## src/rtl/commutation_period_to_reload_defines.svh

```systemverilog
// Assertion macros for the commutation period to reload block.
`ifndef COMMUTATION_PERIOD_TO_RELOAD_DEFINES_SVH
`define COMMUTATION_PERIOD_TO_RELOAD_DEFINES_SVH

// Same-cycle implication, disabled in reset.
`define CPR_ASSERT_IMP(label, clk, rst_n, ante, cons, msg) \
    label: assert property (@(posedge clk) disable iff (!rst_n) (ante) |-> (cons)) \
        else $error(msg);

// Next-cycle implication, disabled in reset.
`define CPR_ASSERT_NXT(label, clk, rst_n, ante, cons, msg) \
    label: assert property (@(posedge clk) disable iff (!rst_n) (ante) |=> (cons)) \
        else $error(msg);

`endif

```

## src/rtl/cpr_pkg.sv

```systemverilog
// Shared types and constants of the commutation period to reload block.
`timescale 1ns / 1ps
package cpr_pkg;
    localparam int PERIOD_W = 32;
    localparam int CLK_W    = 27;               // timer clock, bus clock doubled
    localparam int DIV_W    = 17;               // prescaler plus one
    localparam int DEN_W    = 36;               // 1e6 * (prescaler + 1)
    localparam int PROD_W   = PERIOD_W + CLK_W; // period * timer clock
    localparam int QUO_W    = 17;               // ticks never exceed 65536
    localparam int NUM_W    = DEN_W + 16;       // 65536 * denominator

    localparam logic [19:0]          US_PER_S   = 20'd1000000;
    localparam logic [PERIOD_W-1:0]  PERIOD_SAT = 32'hFFFF_FFFF;
    localparam logic [PERIOD_W-1:0]  MIN_PERIOD = 32'd50;
    localparam logic [15:0]          RELOAD_MAX = 16'hFFFF;

    localparam logic [1:0] REG_BUS_CLOCK = 2'd0;
    localparam logic [1:0] REG_BUS_DIV   = 2'd1;
    localparam logic [1:0] REG_PRESCALER = 2'd2;

    typedef struct packed {
        logic                busy;
        logic [PERIOD_W-1:0] bound;
    } t_bound_status;
endpackage

```

## src/rtl/cpr_bound_div.sv

```systemverilog
// Iterative divider for the longest reachable period, one bit a cycle.
`timescale 1ns / 1ps
module cpr_bound_div (
    input  logic                        i_clk,
    input  logic                        i_rst_n,
    input  logic                        i_start,
    input  logic [cpr_pkg::CLK_W-1:0]   i_tclk,
    input  logic [cpr_pkg::DIV_W-1:0]   i_div,
    output cpr_pkg::t_bound_status      o_status
);
    import cpr_pkg::*;

    localparam int CNT_W = $clog2(NUM_W);

    logic [NUM_W-1:0]    r_num;
    logic [CLK_W:0]      r_rem;
    logic [NUM_W-1:0]    r_quo;
    logic [CNT_W-1:0]    r_cnt;
    logic                r_busy;

    logic [CLK_W:0]      w_rem_sh;
    logic                w_ge;
    logic [DEN_W-1:0]    w_denom;

    assign w_denom  = DEN_W'(i_div) * DEN_W'(US_PER_S);
    assign w_rem_sh = {r_rem[CLK_W-1:0], r_num[NUM_W-1]};
    assign w_ge     = (w_rem_sh >= {1'b0, i_tclk});

    always_ff @(posedge i_clk) begin
        if (!i_rst_n) begin
            r_busy <= 1'b0;
            r_cnt  <= '0;
        end else if (i_start) begin
            r_busy <= 1'b1;
            r_cnt  <= '0;
        end else if (r_busy) begin
            r_cnt <= r_cnt + 1'b1;
            if (r_cnt == CNT_W'(NUM_W - 1)) begin
                r_busy <= 1'b0;
            end
        end
        if (i_start) begin
            r_num <= {w_denom, 16'b0};
            r_rem <= '0;
            r_quo <= '0;
        end else if (r_busy) begin
            r_num <= {r_num[NUM_W-2:0], 1'b0};
            r_rem <= w_ge ? (w_rem_sh - {1'b0, i_tclk}) : w_rem_sh;
            r_quo <= {r_quo[NUM_W-2:0], w_ge};
        end
    end

    // saturate to 32 bits; a zero clock ends up all ones as well.
    // Taken straight from the quotient so it is ready as busy drops.
    assign o_status.busy  = r_busy;
    assign o_status.bound = (|r_quo[NUM_W-1:PERIOD_W] || i_tclk == '0) ? PERIOD_SAT
                                                                       : r_quo[PERIOD_W-1:0];
endmodule

```

## config.mk

```make
export PLATFORM = sky130hd
export DESIGN_NAME = cpr_bound_div
export DESIGN_NICKNAME = d
export VERILOG_FILES = /design/src/rtl/commutation_period_to_reload_defines.svh /design/src/rtl/cpr_pkg.sv /design/src/rtl/cpr_bound_div.sv
export SDC_FILE = /design/constraint.sdc
export NUM_CORES = 1
export LEC_CHECK = 0
export BUFFER_PORTS_ARGS = -buffer_cell sky130_fd_sc_hd__buf_2
export CELL_PAD_IN_SITES_DETAIL_PLACEMENT = 2
export CELL_PAD_IN_SITES_GLOBAL_PLACEMENT = 2
export CORE_ASPECT_RATIO = 1.2
export CORE_MARGIN = 1
export CORE_UTILIZATION = 39
export DETAILED_ROUTE_END_ITERATION = 8
export GPL_TIMING_DRIVEN = 1
export PLACE_DENSITY_LB_ADDON = 0.1
export SLEW_MARGIN = 20
export SYNTH_ARGS = -nofsm -noshare
export SYNTH_HDL_FRONTEND = slang
export SYNTH_SLANG_ARGS = --single-unit
```

## constraint.sdc

```tcl
create_clock -name i_clk -period 7.1 [get_ports i_clk]
set_input_delay 0.71 -clock i_clk [delete_from_list [all_inputs] [get_ports i_clk]]
set_output_delay 0.71 -clock i_clk [all_outputs]
set_load 0.01 [all_outputs]
```

* Word level (Yosys, flattened, before mapping)
Cells that the tools add are included.
** Word-level totals
- Bits in registers :: 116
- Input bits :: 47
- Output and inout bits :: 33
** Operators by class
- $add $sub $neg :: 2
- $mul :: 1
- $lt $le $gt $ge :: 1
- Equal/unequal tests :: 1
- Mux-type cells :: 7
- Bitwise operators :: 1
- Reduce and logical (&&, ||, !) cells :: 5
** Operators with widths (count)
- 52-bit two-way mux :: 2
- 32-bit two-way mux :: 1
- 17-bit by 14-bit multiplier with 30-bit output, second input constant :: 1
- 28-bit by 27-bit >= comparator with 1-bit output :: 1
- 27-bit logical NOT :: 1
- 27-bit two-way mux :: 1
- 27-bit subtractor :: 1
- 20-bit OR reduction :: 1
- 6-bit by 1-bit adder with 6-bit output, second input constant :: 1
- 6-bit == test, second input constant :: 1
- 1-bit two-way mux :: 3
- 2-bit nonzero test :: 1
- 2-bit OR reduction :: 1
- 1-bit logical OR :: 1
- 1-bit inverter :: 1

* Logic depth before layout (Yosys ltp)
- Depth after elaboration :: 4
- Depth in mapped cells :: 19
- Gate-level depth less buffers :: 19

* Worst setup path before layout
Ideal clock, no wire load.
- Kind :: input -> register
- Start :: input port i_div[1] (netlist bit)
- End :: register r_num[47] (data pin)
- Arrival time :: 5.406 ns
- Required time :: 6.840 ns
- Path slack :: 1.434 ns
- Stages on the path :: 18
- Cell sequence :: inv_1 fa_1 inv_1 fa_1 fa_1 fa_1 ha_1 inv_1 fa_1 inv_1 ha_1 a21oi_1 nand2_1 nor3_1 o21ai_0 a41oi_1 xnor2_1 mux2_2
** Between the ends
- Cells in the longest elaborated chain, start to end :: 2
** RTL lines
- from (decl) :: line cpr_bound_div.sv:8 : input logic [cpr_pkg::DIV_W-1:0] i_div,
- 17-bit by 14-bit multiplier with 30-bit output :: line cpr_bound_div.sv:25 : assign w_denom = DEN_W'(i_div) * DEN_W'(US_PER_S);
- 52-bit two-way mux :: line cpr_bound_div.sv:42 : if (i_start) begin
- to (signal assigned) :: line cpr_bound_div.sv:43 : r_num <= {w_denom, 16'b0};
- to (signal assigned) :: line cpr_bound_div.sv:47 : r_num <= {r_num[NUM_W-2:0], 1'b0};
- to (decl) :: line cpr_bound_div.sv:15 : logic [NUM_W-1:0] r_num;
No other way between the ends.
A chain may end at the register's enable or synchronous reset.

* Final worst setup path
- Start :: input port i_div[2] (netlist bit)
- End :: register r_num[47] (data pin)
The elaborated chain is that of the path after synthesis.

==> impl_metrics.json <==
{
  "synth-seq-cells": 116,
  "synth_mux_area_share_pct": 9.090,
  "synthSimpleGateAreaFrac_pct": 13.27,
  "clockBufferDepth": 2,
  "vias_per_cell": 5.391,
  "via_count": 8070,
  "cts.clk_slew.worst_paths_ns": 0.06,
  "slew_headroom_pct": 44.04,
  "synth-edff-count": 30,
  "cts_setup_buffers": 0,
  "synthCells": 1089,
  "die_h_um": 179.6,
  "startpoint_type": "primary input",
  "routedWlPerCell_um": 18.01,
  "fmax_ghz": 0.1659,
  "worstPathMaxFanout": 6,
  "cts_buffers": 17,
  "synth_area_um2": 10250,
  "grt_use_total_pct": 21.14,
  "finalCriticalPeriod_ns": 6.027,
  "coreArea_um2": 25620,
  "power_leakage_uw": 0.005566,
  "ant_nets": 0,
  "async_flop_share_pct": 0,
  "ctsHoldBuffers": 0,
  "synth_compound_area_share_pct": 13.40,
  "layout.nets": 1392,
  "crit_required_ns": 7.27,
  "insertion_delay_ns": 0.42,
  "cts_resized": 0,
  "regToRegSetupSlack_ns": 3.37,
  "post-route-util_pct": 44.72,
  "ys_seq_area_share_pct": 25.57,
  "hp-class": "reg2reg",
  "fillers": 2831,
  "seqPwrFrac_pct": 21.2,
  "initial_core_util_pct": 40.02,
  "finalMaxSlewViolations": 0,
  "tritoncts": "built",
  "synth_nets": 1327,
  "grt_pass1_wl_um": 45290,
  "yosys_warnings": 0,
  "power.density_nw_per_um2": 352.6,
  "worstMarginPinSlew_ns": 0.8393,
  "cts-root-buf": "clkbuf_16",
  "insertedDiodeCount": 0,
  "grt_antenna_before_repair": 0,
  "placement.io_buffers": 79,
  "switching_share_pct": 41.73,
  "grt_pass1_vias": 8999,
  "drive_above_1_share_pct": 15.42,
  "internal_power_uw": 2355,
  "finalClockSkew_ns": 0.009086,
  "setup_viol": 0,
  "die_x_um": 150.0,
  "clockPowerShare_pct": 20.8,
  "cts_sinks": 116,
  "worstPathArrival_ns": 6.19,
  "gp_congestion": 0.8636,
  "avgSynthCellArea_um2": 9.417,
  "switchingPower_uw": 1686,
  "rows": 64,
  "io-pin-count": 80,
  "die-area_um2": 26950,
  "synth_xor_area_share_pct": 3.929,
  "hold_viol": 0,
  "drt_pass1_iterations": 4,
  "crit_type": "in2reg",
  "drtIter0Drc": 198,
  "cp-end-kind": "flop",
  "drc": 0,
  "finalSetupTns_ns": 0,
  "combPwrFrac_pct": 58.0,
  "ys_types": 65,
  "overflow": 0,
  "status": "completed",
  "h-tree-depth": 4,
  "synth_ff_type": "dfxtp_1",
  "synthAdderAreaFrac_pct": 27.77,
  "max-vdd-ir-drop_mv": 0.1733,
  "grt_max_degree": 81,
  "area_delta_synth_final_pct": 11.75,
  "cap_violations": 0,
  "finalCritPeriodShare_pct": 84.88,
  "synth_top_family_by_area": "adder cells",
  "routed_wl_um": 26970,
  "hpwl_um": 21160,
  "rsz0062_at_grt": "false"
}
-- metal layers --
layer | wire length (um) | track usage [%] | vias up
met2 | 14700 | 40.04 | 82
met3 | 504 | 2.893 | 19
met1 | 11490 | 24.43 | 4040
met4 | 274 | 5.293 | 0
li1 | - | - | 3929
met5 | 0 | 0 | -
-- critical path, stage by stage --
cell     delay, ns
buf_2         0.17
inv_1         0.12
fa_1          0.52
inv_1         0.06
fa_1          0.52
fa_1          0.59
fa_1          0.42
ha_1          0.29
inv_1         0.05
fa_1          0.49
inv_1         0.04
ha_1          0.35
a21oi_1       0.31
nand2_1       0.09
nor3_1        0.29
o21ai_0       0.23
a41oi_1       0.53
xnor2_1       0.12
mux2_2        0.27
-- layout by cell type (no fill, tap or decap), types with 16 or more instances in the layout --
cell,synthesis,layout
nand3_1,16,16
dfxtp_1,86,85
edfxtp_1,30,30
clkbuf_16,0,17
or2_2,37,37
a211oi_1,29,29
mux2i_1,74,74
nor2_1,117,117
buf_2,1,78
nand2_1,34,34
inv_1,132,132
a21o_1,21,21
a21oi_1,44,44
ha_1,130,130
xnor2_1,33,33
o21ai_0,20,20
mux2_2,17,17
fa_1,61,61
-- Yosys cell counts (all sizes together), types with 13 or more instances --
cell,number,area share (%)
a21o,21,1.5
nor4,15,0.92
ha,130,16
nor2,117,4.3
mux2i,74,7.2
fa,61,12
clkbuf,16,0.78
o21ai,21,1.1
inv,132,4.8
xor2,13,1.1
xnor2,33,2.8
or2,37,2.3
nand2,34,1.2
dfxtp,86,17
o21a,15,1.1
a21oi,46,2.4
buf,19,1.2
edfxtp,30,8.8
nand3,16,0.78
a211oi,29,2.1
mux2,17,1.9
-- power by group through the flow --
stage | logic, uW | registers, uW | clock network (uW)
after floorplan | 1820 | 851 | 0
after global placement | 2260 | 872 | 0
after detailed placement | 2370 | 872 | 0
after CTS | 2400 | 860 | 861
after global routing | 2700 | 867 | 892
final | 2340 | 858 | 840
-- layout make-up --
cell class                 instances  area, um^2  share of cell area [%]
multi-input combinational        804        6935                   60.52
tap                              330       412.9                   3.603
clock inverter                    13       132.6                   1.157
inverter                         133       499.2                   4.356
timing repair buffer              82       420.4                   3.669
clock buffer                      19       432.9                   3.778
sequential                       116        2626                   22.92
-- metrics by stage --
stage / setup WS, ns / hold WS, ns / instance area [um^2] / instances / power (uW)
floorplan: 1.434 / 0.4574 / 10250 / 1089 / 2668
global placement: 0.8337 / 0.4737 / 10880 / 1465 / 3134
detailed placement: 0.5987 / 0.4874 / 10880 / 1465 / 3242
CTS: 1.018 / 0.4956 / 11450 / 1497 / 4124
global route: 0.8244 / 0.5288 / 11460 / 1497 / 4463
finish: 1.073 / 0.4908 / 11460 / 1497 / 4041
-- worst paths after layout --
| path | start | to | depth (start not counted) |
|---|---|---|---|
| worst min register to register | r_cnt[5]$_SDFFE_PP0P_ | r_cnt[5]$_SDFFE_PP0P_ | 2 |
| worst max register to register | r_num[51]$_DFFE_PP_ | r_rem[1]$_SDFFE_PP0P_ | 12 |
| worst max-delay path | i_div[2] | r_num[47]$_DFFE_PP_ | 19 |
| worst min-delay path | r_cnt[5]$_SDFFE_PP0P_ | r_cnt[5]$_SDFFE_PP0P_ | 2 |
-- state kept, by name, indices dropped and copies added, names as in the netlist --
register / flops
r_cnt: 6
r_num: 30
r_rem: 27
r_busy: 1
r_quo: 52
-- kinds of logic after synthesis --
kind of cell / after synthesis
adder cells (fa/ha/maj): 191
flip-flops: 116
AO/OA/AOI/OAI: 195
AND/OR/NAND/NOR: 281
multiplexers: 91
XOR/XNOR: 46
buffers and inverters: 169
No activity file was read; power rests on OpenSTA's default activity.
