File: src/rtl/commutation_period_to_reload_defines.svh
// Assertion macros for the commutation period to reload block.
`ifndef COMMUTATION_PERIOD_TO_RELOAD_DEFINES_SVH
`define COMMUTATION_PERIOD_TO_RELOAD_DEFINES_SVH

// Same-cycle implication, disabled in reset.
`define CPR_ASSERT_IMP(label, clk, rst_n, ante, cons, msg) \
    label: assert property (@(posedge clk) disable iff (!rst_n) (ante) |-> (cons)) \
        else $error(msg);

// Next-cycle implication, disabled in reset.
`define CPR_ASSERT_NXT(label, clk, rst_n, ante, cons, msg) \
    label: assert property (@(posedge clk) disable iff (!rst_n) (ante) |=> (cons)) \
        else $error(msg);

`endif

File: src/rtl/cpr_pkg.sv
// Shared types and constants of the commutation period to reload block.
`timescale 1ns / 1ps
package cpr_pkg;
    localparam int PERIOD_W = 32;
    localparam int CLK_W    = 27;               // timer clock, bus clock doubled
    localparam int DIV_W    = 17;               // prescaler plus one
    localparam int DEN_W    = 36;               // 1e6 * (prescaler + 1)
    localparam int PROD_W   = PERIOD_W + CLK_W; // period * timer clock
    localparam int QUO_W    = 17;               // ticks never exceed 65536
    localparam int NUM_W    = DEN_W + 16;       // 65536 * denominator

    localparam logic [19:0]          US_PER_S   = 20'd1000000;
    localparam logic [PERIOD_W-1:0]  PERIOD_SAT = 32'hFFFF_FFFF;
    localparam logic [PERIOD_W-1:0]  MIN_PERIOD = 32'd50;
    localparam logic [15:0]          RELOAD_MAX = 16'hFFFF;

    localparam logic [1:0] REG_BUS_CLOCK = 2'd0;
    localparam logic [1:0] REG_BUS_DIV   = 2'd1;
    localparam logic [1:0] REG_PRESCALER = 2'd2;

    typedef struct packed {
        logic                busy;
        logic [PERIOD_W-1:0] bound;
    } t_bound_status;
endpackage

File: src/rtl/cpr_div_stage.sv
// One restoring step of the pipelined tick divider.
`timescale 1ns / 1ps
module cpr_div_stage #(
    parameter int SHIFT = 0
) (
    input  logic                        i_clk,
    input  logic                        i_rst_n,
    input  logic                        i_advance,
    input  logic                        i_valid,
    input  logic [cpr_pkg::PROD_W-1:0]  i_rem,
    input  logic [cpr_pkg::QUO_W-1:0]   i_quo,
    input  logic [cpr_pkg::DEN_W-1:0]   i_denom,
    output logic                        o_valid,
    output logic [cpr_pkg::PROD_W-1:0]  o_rem,
    output logic [cpr_pkg::QUO_W-1:0]   o_quo
);
    import cpr_pkg::*;

    logic [PROD_W-1:0] w_sub;
    logic              w_ge;
    logic              r_valid;
    logic [PROD_W-1:0] r_rem;
    logic [QUO_W-1:0]  r_quo;

    assign w_sub = PROD_W'(i_denom) << SHIFT;
    assign w_ge  = (i_rem >= w_sub);

    always_ff @(posedge i_clk) begin
        if (!i_rst_n) begin
            r_valid <= 1'b0;
        end else if (i_advance) begin
            r_valid <= i_valid;
        end
        if (i_advance) begin
            r_rem <= w_ge ? (i_rem - w_sub) : i_rem;
            r_quo <= {i_quo[QUO_W-2:0], w_ge};
        end
    end

    assign o_valid = r_valid;
    assign o_rem   = r_rem;
    assign o_quo   = r_quo;
endmodule

File: config.mk
export PLATFORM = sky130hd
export DESIGN_NAME = cpr_div_stage
export DESIGN_NICKNAME = d
export VERILOG_FILES = /design/src/rtl/commutation_period_to_reload_defines.svh /design/src/rtl/cpr_pkg.sv /design/src/rtl/cpr_div_stage.sv
export SDC_FILE = /design/constraint.sdc
export NUM_CORES = 1
export LEC_CHECK = 0
export BUFFER_PORTS_ARGS = -buffer_cell sky130_fd_sc_hd__buf_2
export CAP_MARGIN = 25
export CORE_ASPECT_RATIO = 0.6
export CORE_MARGIN = 5
export CORE_UTILIZATION = 46
export DETAILED_ROUTE_END_ITERATION = 6
export PLACE_DENSITY_LB_ADDON = 0.2
export SYNTH_ARGS = -nofsm -noshare
export SYNTH_HDL_FRONTEND = slang
export SYNTH_SLANG_ARGS = --single-unit
File: constraint.sdc
create_clock -name i_clk -period 3.3 [get_ports i_clk]
set_input_delay 0.495 -clock i_clk [delete_from_list [all_inputs] [get_ports i_clk]]
set_output_delay 0.495 -clock i_clk [all_outputs]
set_load 0.01 [all_outputs]
# Yosys cells after proc, flatten, opt, wreduce, memory -nomap -nowiden
# Cells that the tools add are included.
[word_totals]
word_cells = 6
regBits = 77
output_inout_bits = 77
inputBits = 116
[classes]
magnitude_cmp = 1
add_sub_neg = 1
muxes = 1
[ops]
columns = ["op", "n"]
rows = [
  ["$ge 59x36->1", 1],
  ["$mux 59", 1],
  ["$sub 59x36->59", 1],
]

# Longest topological paths before layout
# Gate-level depths: netlist of run 1.
[logic_depth]
ltp_word = 2
depth_mapped = 13
mapped_depth_nobuf = 13

# Least setup slack after synthesis of run 1
# No wires, ideal clock.
[synth_timing]
path_kind = "input port to flip-flop"
from = "in i_rem[0] (netlist bit)"
to = "reg r_rem[56], in the netlist o_rem[56] (data pin)"
n_path_buf = 0
slack_ps = -59
arrival_ps = 3101
setup_ps = 258
required_time_ps = 3042
stages = 13
cell_sequence = "inv_1 ha_1 inv_1 fa_1 a21o_1 a221oi_1 o21a_1 o21ai_1 a2111oi_0 nor2_1 nand2_1 nand4b_1 xnor2_1"
[synth_via]
elab_chain_cells = 2
elab_cells_between_ends = 3
classes_between = "add/sub: 1; order compare: 1; mux: 1"
[synth_rtl]
columns = ["element", "line_no", "source"]
rows = [
  ["from (decl)", "cpr_div_stage.sv:10", "input logic [cpr_pkg::PROD_W-1:0] i_rem,"],
  ["$sub 59x36->59 / $ge 59x36->1 (equally long branches)", "cpr_div_stage.sv:35, cpr_div_stage.sv:26", ""],
  ["$mux 59 *", "cpr_div_stage.sv:35", "r_rem <= w_ge ? (i_rem - w_sub) : i_rem;"],
  ["to (signal assigned)", "cpr_div_stage.sv:35", ""],
  ["to (decl)", "cpr_div_stage.sv:22", "logic [PROD_W-1:0] r_rem;"],
]
# Every way passes the cells marked *; elsewhere a longest branch is shown, timed or not.
# A chain may end at the register's enable or synchronous reset.

# Worst setup path after layout of run 1
[layout_timing]
from = "in i_denom[27] (netlist bit)"
to = "reg r_rem[58], in the netlist o_rem[58] (data pin)"
[layout_via]
elab_chain_cells = 2
elab_cells_between_ends = 3
classes_between = "add/sub: 1; order compare: 1; mux: 1"
[layout_rtl]
columns = ["element", "line_no", "source"]
rows = [
  ["from (decl)", "cpr_div_stage.sv:12", "input logic [cpr_pkg::DEN_W-1:0] i_denom,"],
  ["$sub 59x36->59 / $ge 59x36->1 (equally long branches)", "cpr_div_stage.sv:35, cpr_div_stage.sv:26", ""],
  ["$mux 59 *", "cpr_div_stage.sv:35", ""],
]
# Marked as above.

==> impl_results.md, run 1 <==
* Status: finished, final reports clean
* Mean Syn Cell Area at 9.12 µm²
* Final ANT Viol Nets at 0
* Chip width at 151 µm
* GP Congestion at 0.899
* Synth warn at 0
* Top-count cell post-synth: nand2_1
* CTS tree: built
* Root Driver: clkbuf_16
* Core region area at 0.0115 mm²
* Clk sink count at 77
* Slew margin rel. at 31.3%
* Ports at 193
* Routed WL at 18400 µm
* Non-Filler Instances at 1041
* CP cell instances: buf_2 > inv_1 > ha_1 > nand4_2 > nor4_4 > buf_4 > nand4_1 > or4_4 > o21ai_4 > nor3_4 > or4_4 > nor4_4 > xor2_1
* CP max-delay cell: or4_4
* Share of post-route cells with drive strength above 1 at 35.6%
* Hold Crit Class: input port to register
* Post-synth cell types at 56
* Port buffer count at 191
* Minimum clock period at 3.21 ns
* Ant. Diodes at 0
* DR DRC count at 0
* Die height at 94.8 µm
* Worst EP required at 3.38 ns
* Fin util at 66.8%
* Number of synthesized flops with an enable pin at 76
* Async SR Flop Fraction at 0%
* Main combinational cell family by area after synthesis: simple AND/OR/NAND/NOR gates
* Final net count at 1029
* Maximum vdd drop at 264 µV
* Slew @ Worst Pin at 1.03 ns
* Synth Instances at 604
* Crit start category: input port
* Worst Path Arrival at 3.29 ns
* Sequential fraction of the synthesis area at 41.8%
* H-tree depth at 3
* Clock tree buffer depth at 2
* Pwr dens at 438 mW/mm²
* CTS Hold Bufs at 0
* Setup CP Type: input port to register
* Area leader, netlist: edfxtp_1
* Final setup vio count at 0
* Filler instances at 961
* Setup WS pre-CTS at -0.386 ns
* Vias in the first global route at 5397
* Xor-xnor portion of the synthesized cell area at 8.59%
* Synth cell count leaders: nand2_1, edfxtp_1, o21ai_0, a21oi_1, inv_1
* Max cap viols at 0
* Placed cells at 1025
* Hold slack at 0.332 ns
* Wire length on met2 at 7470 µm
* Tcrit/Tclk final at 97.2%
* Detailed Place HPWL at 14600 µm
* Gr ovfl total at 0
* Post-synthesis mux area share at 0.773%
* DRT Pass-1 Iters at 6
* CP endpoint kind: register
* Largest net degree at the start of global routing at 78
* Crit path largest cell delay at 0.56 ns
* RSZ-0062 raised after global routing: true
* Adder-cell area share of the yosys netlist at 8.54%
* Max-slew violations at 0
* Area grow syn2layout at 39.4%
* Clock buffer count from CTS at 9
* Crit Path Max Fanout at 4
* Maximum clock rate at 312 MHz
* Synth Area in Compound Gates at 16.1%
* Post-Syn Nets at 757
* Met3 wire length at 1730 µm
* DR WL/cell at 17.6 µm
* Final hold violation count at 0
* Simple-Gate Fraction of Synth Area at 19.6%
* #FFs+latches synth at 77
* Vias at 5657
* Initial antenna violation count at 0
* Vias per inst at 5.43
* # rows at 30
* Area contributors post-synth: edfxtp_1, ha_1, nand2_1, o21ai_0, xnor2_1
* Post-route setup slack at 0.0917 ns
* First-pass GRT wire length at 28100 µm
* Static leakage at 3.47 nW
* Clock slew at reported path FFs at 0.06 ns
* Initial Util at 47.9%
* Fin Clk Skew at 0 ns
* Met1 wire length at 9050 µm
* Area fraction of the dominant cell type after synthesis at 41.4%
* GR Util All Layers at 25.2%
* Max layer used: met4
* Clk Latency, worst-skew pair at 0.33 ns
* Predominant post-synthesis flop cell: edfxtp_1
* Die area at 0.0143 mm²
* Initial DRC count at 419
* Syn Std Cell Area at 0.00551 mm²
[registers in the layout, summed over array words and instances, names as in the netlist]
register	count
o_rem	59
o_valid	1
o_quo	17
[cells by family after synthesis]
family          after synthesis
simple gates                217
compound gates              151
flops                        77
buf+inv                      64
xor+xnor                     54
fa+ha+maj                    37
mux                           4
[worst max-delay path: cells and delay by family]
family / cells / cell delay, ns
and+or+nand+nor: 7 / 1.92
buffers and inverters: 3 / 0.29
xor gates and xnor gates: 1 / 0.09
AOI/OAI and AO/OA: 1 / 0.17
adders and majority gates: 1 / 0.32
[layout make-up]
class                           count  area [µm²]  area share (%)
Clock buffer                       10         229            2.98
Clock inverter                      6        95.1            1.24
Inverter                           44         165            2.15
Multi-Input combinational cell    463        3030            39.4
Sequential cell                    77        2300            30.0
Tap cell                          160         200            2.61
Timing Repair Buffer              281        1660            21.6
[metrics by stage]
| stage | cell area [µm²] | TNS (ns) | power [W] |
|---|---|---|---|
| final | 7680 | 0 | 0.00336 |
| after global routing | 7680 | -0.0425 | 0.00353 |
| after CTS | 7630 | 0 | 0.00337 |
| after detailed placement | 7290 | -6.84 | 0.00225 |
| after global placement | 7290 | -5.41 | 0.00224 |
| after floorplan | 5510 | 0 | 0.00176 |
[cells in the final DEF, fill, tap and decap left out, types with 10 or more instances in the layout]
cell and instances:
buf_2 190, buf_4 89, nand2_1 84, edfxtp_1 76
o21ai_0 60, a21oi_1 45, inv_1 42, nor2_1 36
ha_1 36, xnor2_1 28, xor2_1 26, nor3_1 18
nand4_1 15, nand3_1 12, a21o_1 12, nor4_1 10
[where the power goes]
group | internal [W] | total [W] | switching (W)
Clock | 0.000671 | 0.00110 | 0.000429
Sequential | 0.00123 | 0.00126 | 0.0000315
Combinational | 0.000446 | 0.00100 | 0.000559
Total | 0.00235 | 0.00336 | 0.00102
[layer usage]
metal / vias to the layer above / GRT usage, %
met1: 2612 / 39.1
met3: 16 / 5.13
li1: 2747 / -
met2: 282 / 36.5
met4: 0 / 4.00
met5: - / 0
[worst paths after layout]
kind	start	endpoint	slack, ns	depth (start not counted)
max	i_denom[27]	o_rem[58]	0.09	13
min	i_quo[0]	o_quo[1]	0.33	1
max reg2reg	o_valid	o_valid	2.69	2
min reg2reg	o_valid	o_valid	0.53	2
[what timing repair did]
item,4_1_cts,5_1_grt
resized for setup,2,8
buffers inserted,0,0
setup endpoints to repair,4,16
pin swaps,0,1
Note: power is estimated with default switching activity, not from simulation.
==> run 2, diff against run 1 <==
==> constraint.sdc (replaced) <==
create_clock -name i_clk -period 3.3 [get_ports i_clk]
set_input_delay 0.66 -clock i_clk [delete_from_list [all_inputs] [get_ports i_clk]]
set_output_delay 0.66 -clock i_clk [all_outputs]
set_load 0.01 [all_outputs]
==> run 2 against run 1 <==
  * Total power down 1.9%
  * Final cell count grew 2.9%
  * Final area grew 5.8%
  * Sequential power hardly changed
  * Maximum frequency shrank 1.0%
  * Highest routed layer unchanged
==> impl_results.md, run 2 (synthesized netlist as in run 1, its figures left out) <==
* Status: finished, final reports clean
* Crit Path Max Fanout at 7
* RSZ-0062 raised after global routing: true
* Worst EP required at 3.39 ns
* Vias at 5755
* Flop pwr share at 38.1%
* Slew @ Worst Pin at 0.743 ns
* Worst Path Arrival at 3.33 ns
* Die height at 94.8 µm
* Area occupied by registers at 0.00230 mm²
* Clock buffer count from CTS at 9
* Pwr dens at 406 mW/mm²
* DRT Pass-1 Iters at 5
* Final ANT Viol Nets at 0
* Maximum vdd drop at 282 µV
* Commonest non-fill, non-tap cell in the layout: buf_2
* Ports at 193
* Core region area at 0.0115 mm²
* Most frequent cells in the layout: buf_2, buf_4, nand2_1
* Hold Crit Class: input port to register
* Setup WS pre-CTS at -0.532 ns
* Ant. Diodes at 0
* Die area at 0.0143 mm²
* Filler instances at 910
* Final hold violation count at 0
* Chip width at 151 µm
* Sw Pwr at 0.00104 W
* Initial antenna violation count at 0
* Clock tree buffer depth at 2
* Vias per inst at 5.37
* Final net count at 1059
* Maximum clock rate at 308 MHz
* CP endpoint kind: register
* Static leakage at 3.63 nW
* First-pass GRT wire length at 28400 µm
* Detailed Place HPWL at 14800 µm
* Cell Int Power at 0.00226 W
* Tcrit/Tclk final at 98.2%
* Clk sink count at 77
* Net Sw Frac at 31.6%
* Gr ovfl total at 0
* Largest net degree at the start of global routing at 56
* Clock group share of total power at 28.7%
* DR WL/cell at 17.5 µm
* Post-route setup slack at 0.0579 ns
* Clock slew at reported path FFs at 0.06 ns
* Root Driver: clkbuf_16
* Logic gate share of total power at 33.2%
* Area grow syn2layout at 47.5%
* Initial Util at 47.9%
* DR DRC count at 0
* # rows at 30
* GP Congestion at 0.922
* Setup CP Type: input port to register
* Vias in the first global route at 5487
* Placed cells at 1047
* Non-Filler Instances at 1071
* H-tree depth at 3
* Max-slew violations at 0
* Max reg flops at 59
* Clk Latency, worst-skew pair at 0.34 ns
* Routed WL at 18700 µm
* Final setup vio count at 0
* Fin Clk Skew at 0 ns
* Multi-input gate area at 0.00324 mm²
* Slew margin rel. at 50.5%
* Initial DRC count at 581
* Fin util at 70.7%
* Crit start category: input port
* CTS tree: built
* Minimum clock period at 3.24 ns
* Max cap viols at 0
* Port buffer count at 191
* Share of post-route cells with drive strength above 1 at 41.1%
* GR Util All Layers at 25.4%
* Setup TNS at 0 ns
## run 2: changes by cell type in the layout (fill, tap and decap cells not counted), moves of 5 or more
cell   delta
inv_2     +5
ha_1      -8
inv_1     -7
ha_4      +8
buf_4    +29
buf_2     -7
buf_6     +7
## run 2: critical path, stage by stage
cell     delay, ns
buf_8         0.08
inv_4         0.03
ha_4          0.28
nand4_4       0.12
nor4_4        0.35
buf_4         0.17
nand4_1       0.08
or4_4         0.46
o21ai_4       0.17
nor3_4        0.08
buf_12        0.14
nor4_4        0.26
buf_6         0.18
nand4_1       0.12
xnor2_1       0.16
## run 2: area by class of cell
cell class	instances	area share, %
timing repair buffer	311	23.8
tap	160	2.46
clock buffer	9	2.77
clock inverter	7	0.678
sequential	77	28.3
multi-input combinational	463	39.8
inverter	44	2.09
## run 2: what timing repair did
| action | in CTS | in global routing |
|---|---|---|
| hold buffers | 0 | 0 |
| gates resized for setup | 11 | 46 |
| endpoints found under the setup margin | 19 | 18 |
| buffers inserted | 0 | 9 |
| endpoints found under the hold margin | 0 | 0 |
| pin swaps | 6 | 19 |
## run 2: path summary, 6_finish.rpt
kind | cells past startpoint | slack (ns) | from | to
worst max register to register | 2 | 2.72 | o_valid | o_valid
worst max-delay path | 15 | 0.06 | i_denom[24] | o_rem[44]
worst min-delay path | 1 | 0.50 | i_quo[11] | o_quo[12]
worst min register to register | 2 | 0.52 | o_valid | o_valid
## run 2: metrics by stage
| stage | area (µm²) | power (W) | hold slack [ns] |
|---|---|---|---|
| after CTS | 7830 | 0.00325 | 0.485 |
| final | 8120 | 0.00330 | 0.495 |
| after global placement | 7480 | 0.00227 | 0.490 |
| after floorplan | 5570 | 0.00178 | 0.538 |
| after global routing | 8120 | 0.00349 | 0.476 |
| after detailed placement | 7480 | 0.00228 | 0.507 |
## run 2: per-layer routing
metal	routed length [µm]	global-route usage [%]
met5	0	0
met4	156	5.20
met3	2130	6.76
met2	7580	34.4
met1	8850	40.0
## run 2: power by group through the flow
| stage | Sequential, W | Combinational [W] | Clock (W) |
|---|---|---|---|
| 6_report | 0.00126 | 0.00110 | 0.000946 |
| 5_1_grt | 0.00127 | 0.00119 | 0.00102 |
| 4_1_cts | 0.00126 | 0.00102 | 0.000968 |
| 3_5_place_dp | 0.00128 | 0.00101 | 0 |
| 3_3_place_gp | 0.00127 | 0.000994 | 0 |
| 2_1_floorplan | 0.00134 | 0.000431 | 0 |
==> run 3, diff against run 2 <==
Settings changed: PLACE_DENSITY set to 0.88, PLACE_DENSITY_LB_ADDON 0.2 to not set.
==> run 3 against run 2 <==
  * Non-clock buffer count down 12
  * Global-route usage shrank 1.6 points
  * Critical path depth decreased by 4
  * Routed wire length down 5.8%
  * Sequential share of layout area grew 0.86 points
  * Die area is the same
  * Sequential cell count unchanged
  * First-iteration DRC count shrank 18%
  * Maximum frequency increased by 0.50%
  * Largest power group unchanged
  * Highest routed layer unchanged
==> impl_results.md, run 3 (synthesized netlist as in run 1, its figures left out) <==
* Max reg flops at 59
* Initial Util at 47.9%
* Cell depth of the worst flop-to-flop path at 2
* Detailed Place HPWL at 14300 µm
* Slew margin rel. at 60.8%
* Ant. Diodes at 0
* Worst EP required at 3.39 ns
* Setup WS pre-CTS at -0.521 ns
* Crit Path Max Fanout at 4
* Max layer used: met4
* Hold path startpoint: i_quo[9]
* Filler instances at 899
* CP endpoint kind: register
* Pwr dens at 415 mW/mm²
* Clk sink count at 77
* R2r setup slk at 2.72 ns
* Maximum clock rate at 310 MHz
* Wire length on met2 at 7820 µm
* Crit start category: input port
* DR DRC count at 0
* Die height at 94.8 µm
* Largest net degree at the start of global routing at 43
* Max cap viols at 0
* Final hold violation count at 0
* Vias per inst at 5.43
* Vias at 5755
* Met1 wire length at 7850 µm
* Slew @ Worst Pin at 0.583 ns
* Port buffer count at 191
* H-tree depth at 3
* Post-route setup slack at 0.0740 ns
* Static leakage at 3.54 nW
* # rows at 30
* Ports at 193
* RR Startpoint: o_valid
* Most frequent cells in the layout: buf_2, buf_4, nand2_1
* Met3 wire length at 1780 µm
* Minimum clock period at 3.23 ns
* Post-route cell area at 0.00788 mm²
* Worst setup path startpoint: i_rem[30]
* FF-to-FF End: o_valid
* Root Driver: clkbuf_16
* Hold Crit Depth at 1
* First-pass GRT wire length at 27200 µm
* Share of post-route cells with drive strength above 1 at 39.2%
* Setup TNS at 0 ns
* Status: finished, final reports clean
* Worst Path Arrival at 3.31 ns
* Final net count at 1047
* DR WL/cell at 16.7 µm
* Cell area after placement at 0.00742 mm²
* Gr ovfl total at 0
* Commonest non-fill, non-tap cell in the layout: buf_2
* Final ANT Viol Nets at 0
* GP Congestion at 0.971
* Clock buffer count from CTS at 9
* Initial antenna violation count at 0
* GR Util All Layers at 23.9%
* Initial DRC count at 474
* Final setup vio count at 0
* Non-Filler Instances at 1059
* DRT Pass-1 Iters at 5
* Vias in the first global route at 5597
* Tcrit/Tclk final at 97.8%
* Setup CP Type: input port to register
* Core region area at 0.0115 mm²
* Maximum vdd drop at 251 µV
* Die area at 0.0143 mm²
* CTS tree: built
* Fin util at 68.6%
* Clock tree buffer depth at 2
* Max-slew violations at 0
* Fin Clk Skew at 0 ns
* Chip width at 151 µm
* Area grow syn2layout at 43.2%
* Placed cells at 1040
* Clk Latency, worst-skew pair at 0.34 ns
* Routed WL at 17600 µm
* Hold EP: o_quo[10]
* Hold Crit Class: input port to register
* Clock slew at reported path FFs at 0.07 ns
-- run 3: cell types whose count changed in the layout (fill, tap and decap cells not counted), sizes merged --
cell | previous run | this run
buf | 311 | 299
clkinv | 1 | 0
inv | 48 | 49
-- run 3: final cells by class --
class	count	area [µm²]	area share [%]
multi-input combinational	463	3150	39.9
sequential	77	2300	29.2
timing repair buffer	299	1780	22.6
clock buffer	9	225	2.86
tap	160	200	2.54
inverter	44	165	2.09
clock inverter	7	61.3	0.778
-- run 3: worst max-delay path, stage by stage --
cell and delay (ns):
buf_2 0.11, ha_1 0.31, nand3_2 0.13, nor4_4 0.31, buf_4 0.15, nand4_1 0.07
or4_4 0.44, o21ai_4 0.21, or3b_4 0.44, or3_4 0.35, xnor2_1 0.14
-- run 3: where the power goes --
group | total [W] | switching, W | leakage (nW) | internal, W
clock network | 0.000974 | 0.000448 | 0.135 | 0.000526
logic | 0.00104 | 0.000562 | 2.66 | 0.000480
registers | 0.00126 | 0.0000292 | 0.752 | 0.00123
total | 0.00327 | 0.00104 | 3.54 | 0.00223
-- run 3: repair_timing --
item	4_1_cts	5_1_grt
setup endpoints to repair	18	21
gates cloned	0	0
buffers inserted	1	2
resized for setup	5	23
hold buffers	0	0
pin swaps	5	11
-- run 3: worst max path at each step --
stage	endpoint	cells past startpoint	slack (ns)
floorplan	o_rem[58]	13	0.006
global placement	o_rem[58]	12	-0.44
detailed placement	o_rem[47]	12	-0.52
CTS	o_rem[38]	14	0.004
global route	o_rem[45]	13	-0.02
finish	o_rem[47]	11	0.07
-- run 3: routing by layer --
metal / vias up / GRT usage [%]
met2: 293 / 37.3
met4: 0 / 4.75
met5: - / 0
met3: 22 / 6.71
li1: 2780 / -
met1: 2660 / 33.3
-- run 3: stage by stage --
stage / hold slack [ns] / total power, W
2_1_floorplan: 0.538 / 0.00178
3_3_place_gp: 0.504 / 0.00224
3_5_place_dp: 0.511 / 0.00227
4_1_cts: 0.484 / 0.00326
5_1_grt: 0.480 / 0.00344
6_report: 0.492 / 0.00327
